===== src/rtl/fdr_pkg.sv =====
// Package: shared constants and types of the finger dropout hold and recover filter.
`timescale 1ns / 1ps
package fdr_pkg;

  localparam int FINGER_COUNT = 5;
  localparam int FIDX_W       = $clog2(FINGER_COUNT);

  localparam logic [62:0] T63_MAX   = 63'h7FFF_FFFF_FFFF_FFFF;
  localparam logic [31:0] NS_PER_S  = 32'd1_000_000_000;
  localparam logic [16:0] STEP_LIM  = 17'd65536;
  localparam logic [16:0] CONF_LIM  = 17'd16384;
  localparam logic [15:0] CONF_ONE  = 16'sd16384;

  // Products at or above these give an amount that saturates at the limit.
  localparam logic [63:0] STEP_NS   = 64'd65536000000000;
  localparam logic [63:0] CONF_NS   = 64'd16384000000000;
  // floor(2^61 / one second in nanoseconds), for the reciprocal quotient estimate.
  localparam logic [31:0] RECIP     = 32'd2305843009;

  // Configuration register indexes.
  localparam logic [2:0] REG_HELD_DUR = 3'd0;
  localparam logic [2:0] REG_RET_DUR  = 3'd1;
  localparam logic [2:0] REG_REC_DUR  = 3'd2;
  localparam logic [2:0] REG_DECAY    = 3'd3;
  localparam logic [2:0] REG_REC_RATE = 3'd4;

  // Result source codes.
  localparam logic [1:0] SRC_EST  = 2'd0;
  localparam logic [1:0] SRC_HELD = 2'd1;
  localparam logic [1:0] SRC_REC  = 2'd2;

  typedef logic signed [15:0] ang_t;

  // One finger's stored state.
  typedef struct packed {
    ang_t [2:0]  pose;
    logic [14:0] conf;
    logic [62:0] lvt;
    logic [62:0] dl;
    logic        has;
    logic        held;
  } ent_t;

endpackage


===== src/rtl/fdr_mem.sv =====
// Module: per-finger state memory with registered read and per-entry valid bits.
`timescale 1ns / 1ps
module fdr_mem (
  input  logic                      clk,
  input  logic                      rst_n,
  input  logic                      rd_en,
  input  logic [fdr_pkg::FIDX_W-1:0] rd_addr,
  output fdr_pkg::ent_t             rd_data,
  input  logic                      wr_en,
  input  logic [fdr_pkg::FIDX_W-1:0] wr_addr,
  input  fdr_pkg::ent_t             wr_data
);

  fdr_pkg::ent_t                     mem [fdr_pkg::FINGER_COUNT];
  logic [fdr_pkg::FINGER_COUNT-1:0]  vld_r;
  fdr_pkg::ent_t                     rd_r;
  logic                              rd_vld_r;

  always_ff @(posedge clk) begin
    if (wr_en) begin
      mem[wr_addr] <= wr_data;
    end
    if (rd_en) begin
      rd_r     <= mem[rd_addr];
      rd_vld_r <= vld_r[rd_addr];
    end
  end

  always_ff @(posedge clk) begin
    if (!rst_n) begin
      vld_r <= '0;
    end else if (wr_en) begin
      vld_r[wr_addr] <= 1'b1;
    end
  end

  // An entry never written reads as the all-zero reset state.
  assign rd_data = rd_vld_r ? rd_r : '0;

endmodule


===== config.mk =====
export PLATFORM = sky130hd
export DESIGN_NAME = fdr_mem
export DESIGN_NICKNAME = d
export VERILOG_FILES = /design/src/rtl/fdr_pkg.sv /design/src/rtl/fdr_mem.sv
export SDC_FILE = /design/constraint.sdc
export NUM_CORES = 1
export LEC_CHECK = 0
export ABC_AREA = 1
export BUFFER_PORTS_ARGS = -buffer_cell sky130_fd_sc_hd__buf_2
export CAP_MARGIN = 20
export CELL_PAD_IN_SITES_DETAIL_PLACEMENT = 1
export CELL_PAD_IN_SITES_GLOBAL_PLACEMENT = 1
export CORE_UTILIZATION = 40
export CTS_BUF_LIST = sky130_fd_sc_hd__clkbuf_8 sky130_fd_sc_hd__clkbuf_16
export DETAILED_ROUTE_END_ITERATION = 8
export PLACE_DENSITY = 0.67
export SYNTH_ARGS = -nofsm -noshare
export SYNTH_HDL_FRONTEND = slang
export SYNTH_SLANG_ARGS = --single-unit

===== constraint.sdc =====
create_clock -name clk -period 10.5 [get_ports clk]
set_input_delay 0 -clock clk [delete_from_list [all_inputs] [get_ports clk]]
set_output_delay 0 -clock clk [all_outputs]
set_load 0.05 [all_outputs]

# Word level (Yosys, flattened, before mapping)
# Memory sizes are Yosys's and may differ from the RTL's. A register that Yosys moved wholly into a read port is not among the register bits.
# Cells that the tools add are included.
# totals
ff_bits	6
ram_bits	955
inputBits	201
out_inout_bits	191
wordCells	15
n_memories	1
# classes
order_cmp	3
mux	7
n_bitwise	1
n_reduce_logical	1
# mem_list
name	words	width	read_ports	rd_ports_with_merged_regs	write_ports	line_no	rtl
mem	5	191	1	1	1	fdr_mem.sv:14	fdr_pkg::ent_t mem [fdr_pkg::FINGER_COUNT];
# op_table
cell	n
two-way mux 191 bit	1
less-than comparator 3 x 4 -> 1 bit (second input constant)	2
bitwise OR 5 bit	1
two-way mux 1 bit	4
binary-select mux 1 bit (select 3 bit)	1
demux 1 bit (select 3 bit)	1
>= comparator 3 x 1 -> 1 bit (second input constant)	1
logical AND 1 bit	1

# Logic depth before layout (Yosys ltp)
# logic_depth
depth_word	5
ltp_mapped	9
ltp_nobuf	6

# Least setup slack after synthesis
# OpenSTA, ideal clock, no wires.
# synth_path
path_kind	input -> register
startpoint	input wr_en
endpoint	memory mem[4][0] (netlist name), enable pin
setup_ns	0.543
t_arrival_ns	3.965
required_time_ns	9.957
setup_slack_ns	5.992
cell_stages	4
path_cell_list	inv_1 -> nor2_1 -> nand3_1 -> inv_1
# synth_via
elab_chain_cells	2
# synth_lines
item	line_no	rtl
from (decl)	fdr_mem.sv:9	input logic wr_en,
two-way mux 1 bit	fdr_mem.sv:20	if (wr_en) begin
two-way mux 1 bit (implied by the code)	fdr_mem.sv:21	mem[wr_addr] <= wr_data;
to (decl)	fdr_mem.sv:14	
# Every way passes these cells.

==> results.toml <==
[power]
power_density_nw_per_um2 = 184
internal_power_w = 0.00808
p_sw_w = 0.00248
p_leak_nw = 26.8
clockPowerShare_pct = 41.7
swShare_pct = 23.5
p_comb_share_pct = 8.2
ir_drop_uv = 144
p_seq_share_pct = 50.2

[timing]
setup_tns_ns = 0
worst_pin_slew_ns = 1.11
slew_headroom_pct = 26.2
rsz0062_at_grt = "no"
worst_slack_ns = 7.37
finalSetupViolations = 0
fmax_mhz = 320
fin_skew_ns = 0.0371
drv_slew = 0
min_period_ns = 3.13
hold_violations = 0
min_period_over_period_pct = 29.8

[die]
die_area_um2 = 121000
die_w_um = 348
io_pins = 392
die_h_um = 348
core_area_um2 = 118000
start_util_pct = 40.4
row_count = 126

[critical_path]
r2r_cells = 3
crit_chain = "buf_4 -> buf_4 -> nand2_1 -> inv_1 -> buf_2"
cp_max_fo = 61
r2r-end = "vld_r[0]"
cp_common_cell = "buf_4"
rrSetupSlack_ns = 9.36
crit_required_ns = 10.50
critPathSlowestCell = "buf_4"
cp.arrival_ns = 3.13
reg2reg_from = "vld_r[0]"
startpoint_type = "register"
endpoint_kind = "output port"
crit_type = "register to output port"
slowest_delay_ns = 0.81

[global_route]
grt_overflow = 0
grt_pass1_wl_um = 196000
grt_antenna_before_repair = 12
track_usage_pct = 21.4
grt_pass1_vias = 34100
grt_max_degree = 201

[hold_path]
min_path_type = "input pin to register"
hp-start = "wr_data[139]"
whs_endpoint = "mem[2][139]"
worstHoldPathCells = 2

[drt]
antenna_left = 0
viasPerCell = 4.80
drc = 0
vias = 32100
drtPass1Iterations = 5
drtIter0Drc = 1748
routedWlPerCell_um = 19.4
wl_um = 129000

[logic_synthesis]
synthTopCellsByCount = "nand2_1 (1728), edfxtp_1 (1147), inv_1 (969), nand3_1 (387), buf_2 (118)"
synthDistinctLibCells = 15
synth_most_common_cell = "nand2_1"
synth_area_um2 = 47800
synth-warning-count = 0
ys_top_cells_by_area = "edfxtp_1 (72%), nand2_1 (14%), inv_1 (7.6%)"
synth-async-reset-ratio_pct = 0
synthCells = 4437
postSynthAreaPerCell_um2 = 10.8
synth_seq_cells = 1152
yosysTopAreaCell = "edfxtp_1"
seq_area_frac_synth_pct = 72.2
synth_edf_count = 1147
ys.flop_type = "edfxtp_1"
syn_nets = 4638
synth_top_area_share_pct = 72.0

[clock_network]
max-clock-path-buffers = 3
path_clk_slew_ns = 0.06
cts.sinks = 1152
worstSkewPairLatency_ns = 0.74
cts_tree = "built"
cts_root_buf = "clkbuf_16"
numCtsBuffers = 130
htreeDepth = 4

[placed_design]
dp_hpwl_um = 67400
dp_cells = 6205
post-place-ws_ns = 7.49
io_buffers = 391
routabilityCongestion = 0.728
placed_cell_area_um2 = 50900

[final_layout]
final_nets = 5247
syn2layout_area_growth_pct = 20.3
stdcell_count = 6685
num-fill-cells = 12800
drive_gt1_share_pct = 11.6
fin_area_um2 = 57500

[run_status]
outcome = "completed"

[flow_run]
maxCapViolCount = 0
per-stage QoR:
stage          hold slack (ns)  total power [W]  util [%]
6_report                0.0433           0.0106      48.6
5_1_grt                 0.0202           0.0109      48.6
4_1_cts               0.000640           0.0107      48.6
3_5_place_dp             0.230          0.00619      43.1
3_3_place_gp             0.229          0.00616      43.1
2_1_floorplan           0.0989          0.00590         -
layer usage:
| metal | part of all wire (%) | global-route usage (%) |
|---|---|---|
| met1 | 42 | 26.1 |
| met2 | 51 | 38.5 |
| met3 | 4.3 | 3.05 |
| met4 | 2.7 | 7.18 |
| met5 | 0.062 | 0 |
registers in the layout, summed over array words and instances (netlist names):
register / cells
rd_vld_r: 1
vld_r: 5
mem: 955
rd_r: 191
critical path, delay by kind of cell, from the launching register on:
| family | cells | cell delay [ns] |
|---|---|---|
| and+or+nand+nor | 1 | 0.30 |
| buffers and inverters | 4 | 1.72 |
| DFF | 1 | 0.35 |
layout by cell type (no fill, tap or decap):
master,instances
nor2_1,3
inv_8,7
bufinv_16,10
inv_6,4
clkbuf_8,2
clkinv_2,13
inv_16,2
edfxtp_1,1147
buf_2,387
inv_1,996
buf_12,4
clkinv_4,1
a21oi_1,5
nand4_1,1
nand3_1,387
dlygate4sd3_1,245
diode_2,2
dfxtp_1,5
clkbuf_16,136
clkinv_1,31
nand2_1,1728
buf_4,27
buf_8,2
clkinv_8,4
area by class of cell:
class | instances | area, um2 | area share (%)
sequential | 1152 | 34500 | 60.1
multi-input combinational | 2124 | 8470 | 14.7
timing repair buffer | 667 | 4730 | 8.22
inverter | 971 | 3710 | 6.45
clock buffer | 136 | 3400 | 5.92
tap | 1536 | 1920 | 3.34
clock inverter | 97 | 738 | 1.28
antenna | 2 | 5.00 | 0.00870
power by group through the flow:
stage / sequential (W) / combinational, W / clock [W]
5_1_grt: 0.00532 / 0.000944 / 0.00465
3_3_place_gp: 0.00539 / 0.000770 / 0
6_report: 0.00530 / 0.000861 / 0.00440
3_5_place_dp: 0.00540 / 0.000792 / 0
4_1_cts: 0.00530 / 0.000874 / 0.00449
2_1_floorplan: 0.00540 / 0.000499 / 0
cell families (layout without fill, tap and decap cells):
family                 Yosys count  in the layout  share of synthesized area (%)
and+or+nand+nor               2119           2119                           17.7
buffers and inverters         1161           1871                           10.1
DFF                           1152           1152                           72.2
AOI/OAI and AO/OA                5              5                         0.0523
other                            0              2                              0
worst max path at each step:
stage	from	endpoint	slack, ns	cells past startpoint
after floorplan	wr_en	mem[4][0]	5.99	4
after global placement	wr_en	mem[0][50]	7.47	7
after detailed placement	rd_addr[0]	rd_r[75]	7.49	8
after CTS	rd_vld_r	rd_data[33]	7.29	5
after global routing	rd_vld_r	rd_data[33]	7.21	5
final	rd_vld_r	rd_data[33]	7.37	5
what timing repair did:
action,in CTS,in global routing
hold buffers,245,0
resized for setup,0,0
setup buffers,0,0
endpoints found under the hold margin,1072,0
Note: power is estimated with default switching activity, not from simulation.
