## config.mk

```make
export PLATFORM = sky130hd
export DESIGN_NAME = fdr_div
export DESIGN_NICKNAME = d
export VERILOG_FILES = /design/src/rtl/fdr_div.sv
export SDC_FILE = /design/constraint.sdc
export NUM_CORES = 1
export LEC_CHECK = 0
export BUFFER_PORTS_ARGS = -buffer_cell sky130_fd_sc_hd__clkbuf_2
export CORE_ASPECT_RATIO = 0.8
export CORE_MARGIN = 2
export CORE_UTILIZATION = 35
export DETAILED_ROUTE_END_ITERATION = 8
export PLACE_DENSITY = 0.56
export SYNTH_ARGS = -nofsm -noshare
export SYNTH_HDL_FRONTEND = slang
export SYNTH_SLANG_ARGS = --single-unit
```

## constraint.sdc

```tcl
create_clock -name clk -period 6.5 [get_ports clk]
set_clock_uncertainty 0.1 [all_clocks]
set_input_delay 0.975 -clock clk [delete_from_list [all_inputs] [get_ports clk]]
set_output_delay 0.975 -clock clk [all_outputs]
set_load 0.1 [all_outputs]
```

## src/rtl/fdr_div.sv

```systemverilog
// Module: restoring divider, one quotient bit per cycle, 64-bit dividend by 32-bit divisor.
`timescale 1ns / 1ps
module fdr_div (
  input  logic        clk,
  input  logic        rst_n,
  input  logic        start,
  input  logic [63:0] dividend,
  input  logic [31:0] divisor,
  output logic        done,
  output logic [63:0] quotient
);

  logic        busy_r, busy_nxt;
  logic        done_r, done_nxt;
  logic [5:0]  cnt_r, cnt_nxt;
  logic [32:0] rem_r, rem_nxt;
  logic [63:0] quo_r, quo_nxt;
  logic [31:0] dvs_r, dvs_nxt;
  logic [32:0] rem_sh;
  logic [33:0] trial;

  always_comb begin
    busy_nxt = busy_r;
    done_nxt = 1'b0;
    cnt_nxt  = cnt_r;
    rem_nxt  = rem_r;
    quo_nxt  = quo_r;
    dvs_nxt  = dvs_r;
    rem_sh   = {rem_r[31:0], quo_r[63]};
    trial    = {1'b0, rem_sh} - {2'b00, dvs_r};
    if (start) begin
      busy_nxt = 1'b1;
      cnt_nxt  = '0;
      rem_nxt  = '0;
      quo_nxt  = dividend;
      dvs_nxt  = divisor;
    end else if (busy_r) begin
      if (!trial[33]) begin
        rem_nxt = trial[32:0];
        quo_nxt = {quo_r[62:0], 1'b1};
      end else begin
        rem_nxt = rem_sh;
        quo_nxt = {quo_r[62:0], 1'b0};
      end
      cnt_nxt = cnt_r + 6'd1;
      if (cnt_r == 6'd63) begin
        busy_nxt = 1'b0;
        done_nxt = 1'b1;
      end
    end
  end

  always_ff @(posedge clk) begin
    if (!rst_n) begin
      busy_r <= 1'b0;
      done_r <= 1'b0;
    end else begin
      busy_r <= busy_nxt;
      done_r <= done_nxt;
    end
    cnt_r <= cnt_nxt;
    rem_r <= rem_nxt;
    quo_r <= quo_nxt;
    dvs_r <= dvs_nxt;
  end

  assign done     = done_r;
  assign quotient = quo_r;

endmodule

```

# Word level (Yosys, flattened, before mapping)

Index checks and enable logic that the tools add are counted.

Register bits after elaboration: 136
Latch bits: 0
RAM bits: 0
ROM bits: 0
Input port bits: 99
Output and inout port bits: 65
Logic and storage cells: 21
Memories kept: 0

Add/subtract/negate cells: 2
$mul: 0
Div/mod/pow operators: 0
Magnitude comparators: 0
Eq/ne operators: 1
Shifts and indexed selects: 0
Multiplexer cells: 8
Bitwise gates (word level): 2
Reduce and logical (&&, ||, !) cells: 2

Operators by type and width:

| operator                                                       | number |
|---|---|
| 64-bit two-way mux                                             | 2 |
| 33-bit by 32-bit subtractor with 34-bit output                 | 1 |
| 32-bit two-way mux                                             | 1 |
| 6-bit by 1-bit adder with 6-bit output (second input constant) | 1 |
| 6-bit == test (second input constant)                          | 1 |
| 1-bit two-way mux                                              | 5 |
| 3-bit OR reduction                                             | 1 |
| 1-bit NOT                                                      | 2 |
| 2-bit nonzero test                                             | 1 |

# Longest topological paths before layout

Depth after elaboration: 4
Gate-level depth with buffers: 12
Gate-level depth less buffers: 12

# Least setup slack after synthesis

OpenSTA, ideal clock, no wires.

Kind: reg-to-reg
Start: register quo_r[63], in the netlist quotient[63]
End: register rem_r[14]
Setup time: 86 ps
Arrival time: 3204 ps
Required time: 6314 ps
Setup slack: 3111 ps
Cell stages (with the launch flop): 13
Path buffers: 0
Period minus slack after synthesis: 3389 ps
Cell sequence: edfxtp_1 -> inv_1 -> ha_1 -> inv_1 -> fa_1 -> a21o_1 -> a221oi_2 -> o21ai_0 -> a221o_1 -> a21oi_1 -> xor2_1 -> a31o_1 -> a211oi_1

Longest elaborated chain between the ends: 2

Ends and longest elaborated chain:

| what                                           | RTL line | RTL |
|---|---|---|
| from (decl)                                    | 17       | `logic [63:0] quo_r, quo_nxt;` |
| from (signal assigned)                         | 63       | `quo_r <= quo_nxt;` |
| 33-bit by 32-bit subtractor with 34-bit output | 30       | `trial = {1'b0, rem_sh} - {2'b00, dvs_r};` |
| 32-bit two-way mux                             | 38       | `if (!trial[33]) begin` |
| to (signal assigned)                           | 62       | `rem_r <= rem_nxt;` |
| to (decl)                                      | 16       | `logic [32:0] rem_r, rem_nxt;` |

Every way passes these cells.
A chain may end at the register's enable or synchronous reset.

# Final worst setup path

Start: register quo_r[63], in the netlist quotient[63]
End: register rem_r[28]

The elaborated chain is that of the path after synthesis.

==> impl_metrics.py <==
metrics = {
    "status": {
        "outcome": "completed",
    },
    "setup_path": {
        "cpMostUsedCell": "inv_1",
        "end_kind": "flop",
        "crit_path_cell_trace": "inv_1 -> ha_1 -> inv_1 -> fa_1 -> a21o_1 -> a221oi_2 -> nor3_1 -> nor3_4 -> o21ai_1 -> a221oi_1 -> xnor2_1 -> o211ai_1",
        "crit_slowest_cell": "a221oi_2",
        "path_delay_family": "compound AO/OA/AOI/OAI gates",
        "crit_type": "flop to flop",
        "cp-start-kind": "flop",
        "setup.worst_path.start": "quotient[63]",
        "required_ps": 6700,
        "critPathBufInv": 2,
        "worstPathMaxFanout": 6,
        "worstPathArrival_ps": 3670,
        "max_stage_delay_ps": 480,
        "r2r_start": "quotient[63]",
    },
    "layout": {
        "drive_above_1_share_pct": 37.45,
        "mostFrequentLayoutCells": "clkbuf_2 (162), edfxtp_1 (96), mux2_2 (64)",
        "final_common_cell": "clkbuf_2",
        "area_delta_synth_final_pct": 21.81,
        "diodes": 0,
        "nNetsFinal": 929,
    },
    "detailed_routing": {
        "drtPass1Iterations": 6,
        "dr_wl_met2_um": 7748,
        "drc": 0,
        "num_vias": 5484,
        "drtIter0Drc": 306,
        "met1_length_um": 8304,
        "drt-vias-per-instance": 5.087,
        "routed_wirelength_um": 18040,
        "dr_wl_met3_um": 1736,
        "top_layer": "met4",
        "post_drt_wl_per_cell_um": 16.73,
        "ant_nets": 0,
    },
    "yosys": {
        "syn_area_um2": 7382,
        "synth_edf_count": 96,
        "syn_nets": 777,
        "synth_flop_cell": "edfxtp_1",
        "syn_inst": 644,
        "seq_area_frac_synth_pct": 49.90,
        "yosys_warnings": 0,
        "synthArstFlopShare_pct": 0,
        "synthDistinctLibCells": 64,
        "syn_area_per_cell_um2": 11.46,
        "ys_seq_elements": 136,
    },
    "grt": {
        "grt_pass1_vias": 5592,
        "grt-ovfl-total": 0,
        "grt_pass1_wl_um": 29570,
        "antenna_found_initial": 0,
        "grt_max_degree": 74,
        "grt.total_usage_pct": 16.69,
    },
    "power": {
        "pwr-share-comb_pct": 24.8,
        "p_leak_nw": 3.819,
        "power_frac_seq_pct": 38.7,
        "power.total_mw": 2.720,
        "intPower_mw": 1.740,
        "power_density_nw_per_um2": 302.4,
        "peakVddDrop_uv": 158.4,
        "switchingPower_mw": 0.9790,
        "switching_share_pct": 36.00,
        "pwr-share-clk_pct": 36.5,
    },
    "clocking": {
        "clk_latency_ps": 430,
        "hold_buffers": 0,
        "cts.path.max_buffers": 2,
        "cts_tree": "built",
        "cts_made_buffers": 17,
        "cts-resized-gates": 0,
        "cts_setup_buffers": 0,
        "htree_levels": 4,
        "cts_root_buf": "clkbuf_16",
        "path_clk_slew_ps": 70,
        "cts.sinks": 136,
    },
    "die": {
        "rows": 47,
        "start_util_pct": 35.66,
        "core_um2": 20700,
        "die-area_um2": 22280,
        "pin_count": 164,
        "die_y_um": 133.9,
        "die-width_um": 166.4,
    },
    "timing": {
        "finalSetupViolCount": 0,
        "slew_headroom_pct": 27.44,
        "clock.fmax_ghz": 0.2880,
        "drv_slew": 0,
        "finalHoldViolations": 0,
        "grt_setup_unrepaired": "false",
        "worstMarginPinSlew_ps": 1084,
        "post-route-min-period_ps": 3472,
        "fin_setup_tns_ps": 0,
        "fin_crit_sh_pct": 53.41,
    },
    "worst_hold_path": {
        "min_from": "rem_r[31]",
        "hold_path.class": "flop to flop",
    },
    "placement": {
        "dp_hpwl_um": 12720,
        "port_buffers": 163,
        "gp_congestion": 0.7587,
    },
    "flow_run": {
        "cap_violations": 0,
    },
}
[state kept, by name (all words and copies together) (netlist names)]
register  count
cnt_r         6
dvs_r        32
rem_r        32
quotient     64
busy_r        1
done          1
[layout make-up]
class                           instances  area (um2)
Sequential cell                       136        3685
Clock inverter                         15       173.9
Timing Repair Buffer                  166       840.8
Clock buffer                           17       425.4
Fill cell                            2027       11710
Multi-Input combinational cell        431        3366
Tap cell                              269       336.6
Inverter                               44       165.2
[tightest hold or removal path, stage by stage (launching register included)]
cell and delay [ps]:
dfxtp_1 320, inv_1 60, a221oi_2 50
[power by group through the flow]
stage | combinational, mW | sequential (mW) | clock, mW
finish | 0.674 | 1.05 | 0.992
CTS | 0.676 | 1.06 | 1.03
detailed placement | 0.674 | 1.07 | 0
floorplan | 0.246 | 1.37 | 0
global placement | 0.669 | 1.07 | 0
global route | 0.718 | 1.06 | 1.05
[final timing paths]
kind	slack [ps]	end	cells past startpoint
worst min register to register	370	rem_r[31]	2
worst max register to register	3030	rem_r[28]	12
worst min-delay path	370	rem_r[31]	2
worst max-delay path	3030	rem_r[28]	12
[Yosys cell counts, types with 2 or more instances]
cell / n / area share, %
o21ai_1: 2 / 0.14
mux2i_1: 4 / 0.54
edfxtp_1: 96 / 39
ha_1: 33 / 5.6
mux2_2: 64 / 9.8
nor3_1: 6 / 0.41
a41oi_1: 2 / 0.24
o21a_1: 3 / 0.31
a21o_1: 18 / 1.8
clkbuf_1: 25 / 1.3
nand4_1: 7 / 0.59
nor3b_1: 4 / 0.41
nand2_2: 15 / 1.3
a311oi_2: 15 / 3.1
dfxtp_1: 40 / 11
a221oi_2: 2 / 0.41
o311ai_0: 2 / 0.24
nand2b_1: 4 / 0.34
nand3_1: 9 / 0.61
nor2_1: 41 / 2.1
o211ai_1: 2 / 0.20
inv_1: 44 / 2.2
xnor2_1: 18 / 2.1
xor2_1: 12 / 1.4
a211o_1: 6 / 0.71
a21oi_1: 33 / 2.2
a31o_1: 2 / 0.24
a32oi_1: 6 / 0.71
a31oi_1: 6 / 0.51
and3_1: 9 / 0.76
or3_1: 2 / 0.17
nor2b_1: 4 / 0.34
nand2_1: 43 / 2.2
o21ai_0: 21 / 1.4
buf_2: 4 / 0.27
a211oi_1: 5 / 0.51
o31ai_1: 5 / 0.51
o21bai_1: 4 / 0.41
[per-layer routing]
metal	vias to the layer above	track usage, %
li1	2703	-
met1	2581	22.60
met2	181	24.70
met3	19	6.875
met4	0	4.502
met5	-	0
[logic make-up after synthesis]
group                    synth area share, %
AO/OA/AOI/OAI                          15.85
buffers and inverters                  4.508
multiplexers                           10.46
XOR/XNOR                               3.559
adder cells (fa/ha/maj)                5.864
flip-flops                             49.90
AND/OR/NAND/NOR                        9.864
[through the flow]
| step | std cells | util (%) | worst slack (ps) | area [um2] | hold slack [ps] |
|---|---|---|---|---|---|
| floorplan | 644 | - | 3111 | 7382 | 342.8 |
| global placement | 1046 | 40.55 | 3130 | 8393 | 354.3 |
| detailed placement | 1046 | 40.55 | 3110 | 8393 | 354.5 |
| CTS | 1078 | 43.44 | 3066 | 8992 | 366.4 |
| global route | 1078 | 43.44 | 2805 | 8992 | 391.2 |
| finish | 1078 | 43.44 | 3028 | 8992 | 367.9 |
Note: power is estimated with default switching activity, not from simulation.
